**src/rtl/core/sdp_pkg.sv**
```systemverilog
// shared types, constants and helper functions of the sky dome pixel lookup
// no dependencies; used by every module under rtl/core
package sdp_pkg;

	// fixed formats
	localparam int IN_W     = 16;
	localparam int DIM_W    = 13;
	localparam int IDX_W    = 12;
	localparam int RGB_W    = 24;
	localparam int CFG_W    = 24;
	localparam int ANG_W    = 33;
	localparam int DIM_BITS = 12;
	localparam int MAX_STAGES = 24;
	localparam int CORDIC_STAGES_DEF = 16;

	// chain widths: azimuth, zenith and rotation vectors
	localparam int AZ_W  = 34;
	localparam int ZEN_W = 35;
	localparam int ROT_W = 30;

	// gain correction 0.60725293 in Q30 and a quarter turn in binary angle units
	localparam logic [29:0] KINV_U = 30'd652032874;
	localparam logic signed [30:0] KINV_S = 31'sd652032874;
	localparam logic signed [ANG_W-1:0] QUARTER_TURN = 33'sd1073741824;

	// largest index the image addressing allows
	localparam logic signed [17:0] IDX_LIM = 18'((1 << DIM_BITS) - 1);

	// register indexes
	localparam logic [1:0] REG_TEXTURE = 2'd0;
	localparam logic [1:0] REG_COLUMNS = 2'd1;
	localparam logic [1:0] REG_ROWS    = 2'd2;
	localparam logic [1:0] REG_RGB     = 2'd3;

	// arctangent table, atan(2^-i) in binary angle units (2^31 = pi)
	localparam logic [31:0] ATAN_TAB [0:MAX_STAGES-1] = '{
		32'd536870912, 32'd316933406, 32'd167458907, 32'd85004756,
		32'd42667331,  32'd21354465,  32'd10680862,  32'd5340245,
		32'd2670163,   32'd1335087,   32'd667544,    32'd333772,
		32'd166886,    32'd83443,     32'd41722,     32'd20861,
		32'd10430,     32'd5215,      32'd2608,      32'd1304,
		32'd652,       32'd326,       32'd163,       32'd81
	};

	// what a cell does with its vector
	typedef enum logic [1:0] {
		MODE_AZ,
		MODE_ZEN,
		MODE_ROT
	} cordic_mode_t;

	// per-item flags and the z component travelling beside the vectors
	typedef struct packed {
		logic                    fallback;
		logic                    flip;
		logic                    zero;
		logic signed [IN_W-1:0]  z;
	} side_t;

	// clamp a signed pixel index into the image
	function automatic logic [IDX_W-1:0] clamp_index(input logic signed [15:0] v,
		input logic [DIM_W-1:0] dim);
		logic signed [17:0] hi;
		logic signed [17:0] vv;
		hi = $signed({5'b0, dim}) - 18'sd1;
		if (hi > IDX_LIM) hi = IDX_LIM;
		if (hi < 18'sd0) hi = 18'sd0;
		vv = {{2{v[15]}}, v};
		if (vv < 18'sd0) vv = 18'sd0;
		if (vv > hi) vv = hi;
		return vv[IDX_W-1:0];
	endfunction

endpackage

```
**src/rtl/core/sdp_cordic_cell.sv**
```systemverilog
// one CORDIC micro-rotation cell with its output register
// depends on sdp_pkg for the angle table, modes and side flags
module sdp_cordic_cell import sdp_pkg::*; #(
	parameter int           W     = AZ_W,
	parameter int           NDIR  = CORDIC_STAGES_DEF,
	parameter int           STAGE = 0,
	parameter cordic_mode_t MODE  = MODE_AZ
) (
	input  logic                    clk,
	input  logic                    arst_n,
	input  logic                    in_valid,
	input  logic signed [W-1:0]     in_x,
	input  logic signed [W-1:0]     in_y,
	input  logic signed [ANG_W-1:0] in_ang,
	input  logic [NDIR-1:0]         in_dirs,
	input  side_t                   in_side,
	output logic                    out_valid,
	output logic signed [W-1:0]     out_x,
	output logic signed [W-1:0]     out_y,
	output logic signed [ANG_W-1:0] out_ang,
	output logic [NDIR-1:0]         out_dirs,
	output side_t                   out_side
);

	logic signed [W-1:0]     xs, ys, nx, ny;
	logic signed [ANG_W-1:0] step, nang;
	logic [NDIR-1:0]         ndirs;
	logic                    sub;
	logic                    valid_q;
	logic signed [W-1:0]     x_q, y_q;
	logic signed [ANG_W-1:0] ang_q;
	logic [NDIR-1:0]         dirs_q;
	side_t                   side_q;

	// micro-rotation: direction from the sign of y or from the stored turn
	always_comb begin
		xs    = in_x >>> STAGE;
		ys    = in_y >>> STAGE;
		step  = $signed({1'b0, ATAN_TAB[STAGE]});
		ndirs = in_dirs;
		nang  = in_ang;
		case (MODE)
			MODE_AZ: begin
				sub = in_y[W-1];
				ndirs[STAGE] = ~in_y[W-1];
			end
			MODE_ZEN: begin
				sub  = in_y[W-1];
				nang = in_y[W-1] ? in_ang - step : in_ang + step;
			end
			MODE_ROT: begin
				sub = in_dirs[STAGE];
			end
			default: begin
				sub = 1'b0;
			end
		endcase
		nx = sub ? in_x - ys : in_x + ys;
		ny = sub ? in_y + xs : in_y - xs;
	end

	// valid flag
	always_ff @(posedge clk or negedge arst_n) begin
		if (!arst_n) begin
			valid_q <= 1'b0;
		end else begin
			valid_q <= in_valid;
		end
	end

	// vector and side data
	always_ff @(posedge clk) begin
		x_q    <= nx;
		y_q    <= ny;
		ang_q  <= nang;
		dirs_q <= ndirs;
		side_q <= in_side;
	end

	assign out_valid = valid_q;
	assign out_x     = x_q;
	assign out_y     = y_q;
	assign out_ang   = ang_q;
	assign out_dirs  = dirs_q;
	assign out_side  = side_q;

endmodule

```
**src/rtl/core/sdp_cordic_chain.sv**
```systemverilog
// row of CORDIC cells, one per micro-rotation, each handing on every cycle
// depends on sdp_pkg and sdp_cordic_cell
module sdp_cordic_chain import sdp_pkg::*; #(
	parameter int           W    = AZ_W,
	parameter int           N    = CORDIC_STAGES_DEF,
	parameter cordic_mode_t MODE = MODE_AZ
) (
	input  logic                    clk,
	input  logic                    arst_n,
	input  logic                    in_valid,
	input  logic signed [W-1:0]     in_x,
	input  logic signed [W-1:0]     in_y,
	input  logic signed [ANG_W-1:0] in_ang,
	input  logic [N-1:0]            in_dirs,
	input  side_t                   in_side,
	output logic                    out_valid,
	output logic signed [W-1:0]     out_x,
	output logic signed [W-1:0]     out_y,
	output logic signed [ANG_W-1:0] out_ang,
	output logic [N-1:0]            out_dirs,
	output side_t                   out_side
);

	logic                    valid_w [0:N];
	logic signed [W-1:0]     x_w     [0:N];
	logic signed [W-1:0]     y_w     [0:N];
	logic signed [ANG_W-1:0] ang_w   [0:N];
	logic [N-1:0]            dirs_w  [0:N];
	side_t                   side_w  [0:N];

	// chain entry
	assign valid_w[0] = in_valid;
	assign x_w[0]     = in_x;
	assign y_w[0]     = in_y;
	assign ang_w[0]   = in_ang;
	assign dirs_w[0]  = in_dirs;
	assign side_w[0]  = in_side;

	// one cell per micro-rotation
	for (genvar i = 0; i < N; i++) begin : g_cell
		sdp_cordic_cell #(
			.W     (W),
			.NDIR  (N),
			.STAGE (i),
			.MODE  (MODE)
		) u_cell (
			.clk       (clk),
			.arst_n    (arst_n),
			.in_valid  (valid_w[i]),
			.in_x      (x_w[i]),
			.in_y      (y_w[i]),
			.in_ang    (ang_w[i]),
			.in_dirs   (dirs_w[i]),
			.in_side   (side_w[i]),
			.out_valid (valid_w[i+1]),
			.out_x     (x_w[i+1]),
			.out_y     (y_w[i+1]),
			.out_ang   (ang_w[i+1]),
			.out_dirs  (dirs_w[i+1]),
			.out_side  (side_w[i+1])
		);
	end

	// chain exit
	assign out_valid = valid_w[N];
	assign out_x     = x_w[N];
	assign out_y     = y_w[N];
	assign out_ang   = ang_w[N];
	assign out_dirs  = dirs_w[N];
	assign out_side  = side_w[N];

endmodule
```
**config.mk**
```make
export PLATFORM = sky130hd
export DESIGN_NAME = sdp_cordic_chain
export DESIGN_NICKNAME = d
export VERILOG_FILES = /design/src/rtl/core/sdp_pkg.sv /design/src/rtl/core/sdp_cordic_cell.sv /design/src/rtl/core/sdp_cordic_chain.sv
export SDC_FILE = /design/constraint.sdc
export NUM_CORES = 2
export LEC_CHECK = 0
export BUFFER_PORTS_ARGS = -buffer_cell sky130_fd_sc_hd__buf_2
export CAP_MARGIN = 20
export CORE_ASPECT_RATIO = 2
export CORE_MARGIN = 2
export CORE_UTILIZATION = 63
export CTS_BUF_LIST = sky130_fd_sc_hd__clkbuf_8
export CTS_CLUSTER_DIAMETER = 100
export DETAILED_ROUTE_END_ITERATION = 10
export MAX_ROUTING_LAYER = met4
export PLACE_DENSITY_LB_ADDON = 0.05
export SYNTH_ARGS = -nofsm -noshare
export SYNTH_HDL_FRONTEND = slang
export SYNTH_HIERARCHICAL = 1
export SYNTH_SLANG_ARGS = --single-unit
```
**constraint.sdc**
```tcl
create_clock -name clk -period 5.5 [get_ports clk]
set_input_delay 1.1 -clock clk [delete_from_list [all_inputs] [get_ports clk]]
set_output_delay 1.1 -clock clk [all_outputs]
set_load 0.02 [all_outputs]
```
-- Yosys cells after proc, flatten, opt, wreduce, memory -nomap -nowiden
Cells that the tools add are included.
- register bits: 2072
- input port bits: 139
- output and inout port bits: 137
- logic and storage cells: 255
- add/sub/neg operators: 63
- mux-type cells: 32
- bitwise operators: 16
- operators with widths (operator ; count):
    2-to-1 mux 34 bit ; 32
    adder 34 x 19 -> 34 bit ; 2
    adder 34 x 20 -> 34 bit ; 2
    adder 34 x 21 -> 34 bit ; 2
    adder 34 x 22 -> 34 bit ; 2
    adder 34 x 23 -> 34 bit ; 2
    adder 34 x 24 -> 34 bit ; 2
    adder 34 x 25 -> 34 bit ; 2
    adder 34 x 26 -> 34 bit ; 2
    adder 34 x 27 -> 34 bit ; 2
    adder 34 x 28 -> 34 bit ; 2
    adder 34 x 29 -> 34 bit ; 2
    adder 34 x 30 -> 34 bit ; 2
    adder 34 x 31 -> 34 bit ; 2
    adder 34 x 32 -> 34 bit ; 2
    adder 34 x 33 -> 34 bit ; 2
    subtractor 34 x 19 -> 34 bit ; 2
    subtractor 34 x 20 -> 34 bit ; 2
    subtractor 34 x 21 -> 34 bit ; 2
    subtractor 34 x 22 -> 34 bit ; 2
    subtractor 34 x 23 -> 34 bit ; 2
    subtractor 34 x 24 -> 34 bit ; 2
    subtractor 34 x 25 -> 34 bit ; 2
    subtractor 34 x 26 -> 34 bit ; 2
    other kinds (10) ; 33

-- Logic depth before layout (Yosys ltp)
- word-level depth: 2
- gate-level depth with buffers: 20
- depth with buffers taken out: 19

-- Cells and area by module
Netlist, hierarchy kept.
- modules (own cells, without submodules) (module ; instances ; cells an instance ; area an instance (µm²) ; seq. area each (µm²)):
    sdp_cordic_cell (g_cell[0].u_cell) ; 1 ; 1048 ; 8709.6 ; 2727.6
    sdp_cordic_cell (g_cell[2].u_cell) ; 1 ; 864 ; 7666.1 ; 2747.6
    sdp_cordic_cell (g_cell[5].u_cell) ; 1 ; 864 ; 7651.1 ; 2747.6
    sdp_cordic_cell (g_cell[7].u_cell) ; 1 ; 856 ; 7632.3 ; 2747.6
    sdp_cordic_cell (g_cell[3].u_cell) ; 1 ; 846 ; 7609.8 ; 2747.6
    sdp_cordic_cell (g_cell[15].u_cell) ; 1 ; 826 ; 7586.0 ; 2747.6
    sdp_cordic_cell (g_cell[1].u_cell) ; 1 ; 839 ; 7572.3 ; 2747.6
    sdp_cordic_cell (g_cell[6].u_cell) ; 1 ; 840 ; 7533.5 ; 2747.6
    sdp_cordic_cell (g_cell[8].u_cell) ; 1 ; 838 ; 7527.2 ; 2747.6
    sdp_cordic_cell (g_cell[10].u_cell) ; 1 ; 841 ; 7512.2 ; 2747.6
    sdp_cordic_cell (g_cell[4].u_cell) ; 1 ; 806 ; 7354.6 ; 2747.6
    sdp_cordic_cell (g_cell[13].u_cell) ; 1 ; 812 ; 7345.8 ; 2747.6
    sdp_cordic_cell (g_cell[11].u_cell) ; 1 ; 805 ; 7278.2 ; 2747.6
    sdp_cordic_cell (g_cell[9].u_cell) ; 1 ; 797 ; 7258.2 ; 2747.6
    2 more rows ; -- ; -- ; -- ; --

-- Least setup slack after synthesis
Ideal clock, no wire load.
- kind: register -> register
- from: register g_cell[10].u_cell.y_q[11]
- to: register g_cell[11].u_cell.x_q[33]
- setup time: 0.072 ns
- data arrival time: 3.731 ns
- data required time: 5.428 ns
- setup slack: 1.697 ns
- cell stages (with the launch flop): 18
- buffers on the path: 1
- period minus slack after synthesis: 3.803 ns
- path through: dfxtp_1 -> inv_1 -> ha_1 -> nand2_1 -> nor3_1 -> nand2_1 -> nor4_1 -> a21oi_1 -> xnor2_1 -> ha_1 -> clkbuf_1 -> nand4_1 -> or3_1 -> a31oi_1 -> a211oi_1 -> or2_2 -> o21ai_0 -> xnor2_1
- word-level cells in the longest chain between the ends: 2
- elaborated cells between the ends (all ways): 3
- those cells by class: 2 x add/sub; 1 x mux
- ends and longest elaborated chain (element ; line ; RTL):
    from (decl) ; sdp_cordic_cell.sv:30 ; logic signed [W-1:0] x_q, y_q;
    from (signal assigned) ; sdp_cordic_cell.sv:74 ; y_q <= ny;
    adder 34 x 23 -> 34 bit or subtractor 34 x 23 -> 34 bit (tied branches) ; sdp_cordic_cell.sv:58 ; nx = sub ? in_x - ys : in_x + ys;
    2-to-1 mux 34 bit (*) ; sdp_cordic_cell.sv:58 ;
    named net g_cell[11].u_cell.nx[33] ; sdp_cordic_cell.sv:25 ; logic signed [W-1:0] xs, ys, nx, ny;
    to (signal assigned) ; sdp_cordic_cell.sv:73 ; x_q <= nx;
    to (decl) ; sdp_cordic_cell.sv:30 ;
Mark *: on every way through the listed nets, which the timed path passes. The rest lies on a longest branch.

-- Final worst setup path
- from: register g_cell[0].u_cell.x_q[4]
- to: register g_cell[1].u_cell.y_q[32]
- word-level cells in the longest chain between the ends: 2
- elaborated cells between the ends (all ways): 3
- those cells by class: 2 x add/sub; 1 x mux
- ends and longest elaborated chain (element ; line ; RTL):
    from (decl) ; sdp_cordic_cell.sv:30 ;
    from (signal assigned) ; sdp_cordic_cell.sv:73 ;
    subtractor 34 x 33 -> 34 bit or adder 34 x 33 -> 34 bit (tied branches) ; sdp_cordic_cell.sv:59 ; ny = sub ? in_y + xs : in_y - xs;
    2-to-1 mux 34 bit (*) ; sdp_cordic_cell.sv:59 ;
    named net g_cell[1].u_cell.ny[32] ; sdp_cordic_cell.sv:25 ;
    to (signal assigned) ; sdp_cordic_cell.sv:74 ;
    to (decl) ; sdp_cordic_cell.sv:30 ;
Marks and branches as above.

==> impl_results.md <==
* Final Critical Period at 5370 ps
* Slew Limit Fails at 9
* WL/cell at 24.7 um
* First-pass detailed-route iteration total at 9
* Crit path buf inv count at 0
* Hold depth at 1
* Worst Slack Setup Final at 128 ps
* Yosys Warn Count at 6
* Ports at 276
* RR Endpoint: g_cell[1].u_cell/out_y[32]$_DFF_P_
* Worst R2R Path Depth at 16
* DR WL met2 at 203,000 um
* Final hold vios at 0
* Fillers at 14,700
* Worst slew pin tran at 1510 ps
* Type of origin of the critical path: register
* Period utilisation layout at 0.977
* Die H at 617 um
* Row cnt at 224
* Fin nets at 14,900
* Crit. End Element: register
* Die width at 310 um
* Min-Delay Startpoint: in_ang[19]
* Failing checks: max-capacitance violations, max-slew violations
* Core Area at 186,000 um2
* Area growth, synth to finish at 8.54%
* Avg Cell Area, Syn at 8.85 um2
* Net Count, Synth at 14,600
* Clock transition at the registers of the reported paths at 80 ps
* Critical Path AT at 6190 ps
* Hold Path Sink: g_cell[0].u_cell/out_ang[19]$_DFF_P_
* Clk Latency, worst-skew pair at 980 ps
* IO buf count at 259
* GRT Util Overall at 0.426
* Reg-to-reg startpoint: g_cell[0].u_cell/out_x[4]$_DFF_P_
* Critical path class: reg -> reg
* Wl on met1 at 115,000 um
* Die area at 191,000 um2
* Cells after Synth at 13,400
* Synth Cell Area at 118,000 um2
* Clk buf depth at 4
* Avg Vias per Cell at 6.40
* Initial antenna violation count at 30
* R2R Setup Slk at 130 ps
* Max layer used: met4
* Largest net degree at the start of global routing at 71
* Min-delay worst type: in -> reg
* Largest delay share family, worst path: simple AND/OR/NAND/NOR gates
* Clock Skews at 94.0 ps
* Setup TNS at 0 ps
* Htree depth at 5
* Inserted Clock Buffers at 288
* Commonest non-fill, non-tap cell in the layout: dfxtp_1
* Commonest non-fill, non-tap cells in the layout: dfxtp_1 (2,050), a21oi_1 (1,407), nor2_1 (1,137)
* Number of DRC markers in iteration 0 at 7,293
* Slew margin rel. at -0.0167
* Vias at 105,000
* Crit path cell chain: nor3_1 > nor3b_2 > nand3_1 > nor2_1 > nand2_1 > nand2_1 > o21ai_0 > xor2_1 > ha_1 > nand2_1 > nor2_1 > nand2_1 > o21ai_1 > nand3_1 > o21ai_1 > xor2_1
* Initial core utilization at 0.634
* Vias in the first global route at 108,000
* Worst Path Max Fanout at 6
* Root Buffer: clkbuf_8
* Grt total ovfl at 0
* DRT antenna net count at 0
* Post-DP HPWL at 313,000 um
* Post-route DRC at 0
* Critical Path RT at 6320 ps
* Slowest cell on crit path: o21ai_1
* Fraction of layout cells with a size suffix above 1 at 0.0833
* RSZ-0062 raised after global routing: no
* Gpl congestion at 1.16
* Met3 wire length at 25,900 um
* Sink Count at 2,071
* TritonCTS clock tree: done
* Max incr delay on CP at 700 ps
* Pre-CTS setup slack at 513 ps
* Fmax at 186 MHz
* Final setup violation count at 0
* Outcome: finished with violations
* Routed Wire Length at 404,000 um
* Setup repair bufs after CTS at 0
* CP most frequent cell: nand2_1
* Max-cap violations at 1
* First-pass GRT wire length at 605,000 um
==> final cells by class <==
cell class                 instances  area (um2)  share of cell area
inverter                         542        2040              0.0159
clock inverter                   150        1450              0.0113
timing repair buffer             366        2140              0.0166
antenna                           70         175             0.00137
multi-input combinational      10400       73000               0.569
tap                             2486        3110              0.0242
clock buffer                     348        4790              0.0373
sequential                      2071       41500               0.324
==> worst max path at each step <==
stage                                   startpoint                                   to  slack (ps)  depth (start not counted)
6_report         g_cell[0].u_cell/out_x[4]$_DFF_P_   g_cell[1].u_cell/out_y[32]$_DFF_P_         130                         16
5_1_grt          g_cell[3].u_cell/out_y[8]$_DFF_P_   g_cell[4].u_cell/out_x[33]$_DFF_P_         100                         16
3_5_place_dp     g_cell[3].u_cell/out_x[8]$_DFF_P_   g_cell[4].u_cell/out_y[32]$_DFF_P_         510                         16
2_1_floorplan  g_cell[10].u_cell/out_y[11]$_DFF_P_  g_cell[11].u_cell/out_x[33]$_DFF_P_        1700                         17
4_1_cts          g_cell[2].u_cell/out_y[3]$_DFF_P_   g_cell[3].u_cell/out_x[33]$_DFF_P_         530                         16
3_3_place_gp     g_cell[0].u_cell/out_x[4]$_DFF_P_   g_cell[1].u_cell/out_y[31]$_DFF_P_         530                         16
==> timing repair <==
| item | in CTS | in global routing |
|---|---|---|
| hold buffers | 1 | 0 |
| hold endpoints to repair | 16 | 0 |
| endpoints found under the setup margin | 0 | 3 |
| resized for setup | 0 | 4 |
==> flip-flops by register name (all words and copies together), names as in the netlist <==
name	flops
g_cell.u_cell/out_y	543
g_cell.u_cell/out_side	304
g_cell.u_cell/out_dirs	136
g_cell.u_cell/out_ang	528
g_cell.u_cell/out_x	544
g_cell.u_cell/out_valid	16
==> metrics by stage <==
stage                     hold slack (ps)  instances  area, um2  utilization
after floorplan                       310      13400     118000            -
after global placement                309      15800     122000        0.653
after detailed placement              312      15800     122000        0.653
after CTS                             156      16300     128000        0.687
after global routing                  197      16400     128000        0.688
final                                 225      16400     128000        0.688
==> routing by layer <==
layer,up-vias,GRT usage
met5,-,-
met4,0,0.518
met3,2975,0.106
met2,5152,0.746
met1,48400,0.319
li1,48400,-
Power is not shown: default switching activity piles up to over one toggle a cycle in this logic, so the estimate is an artifact.
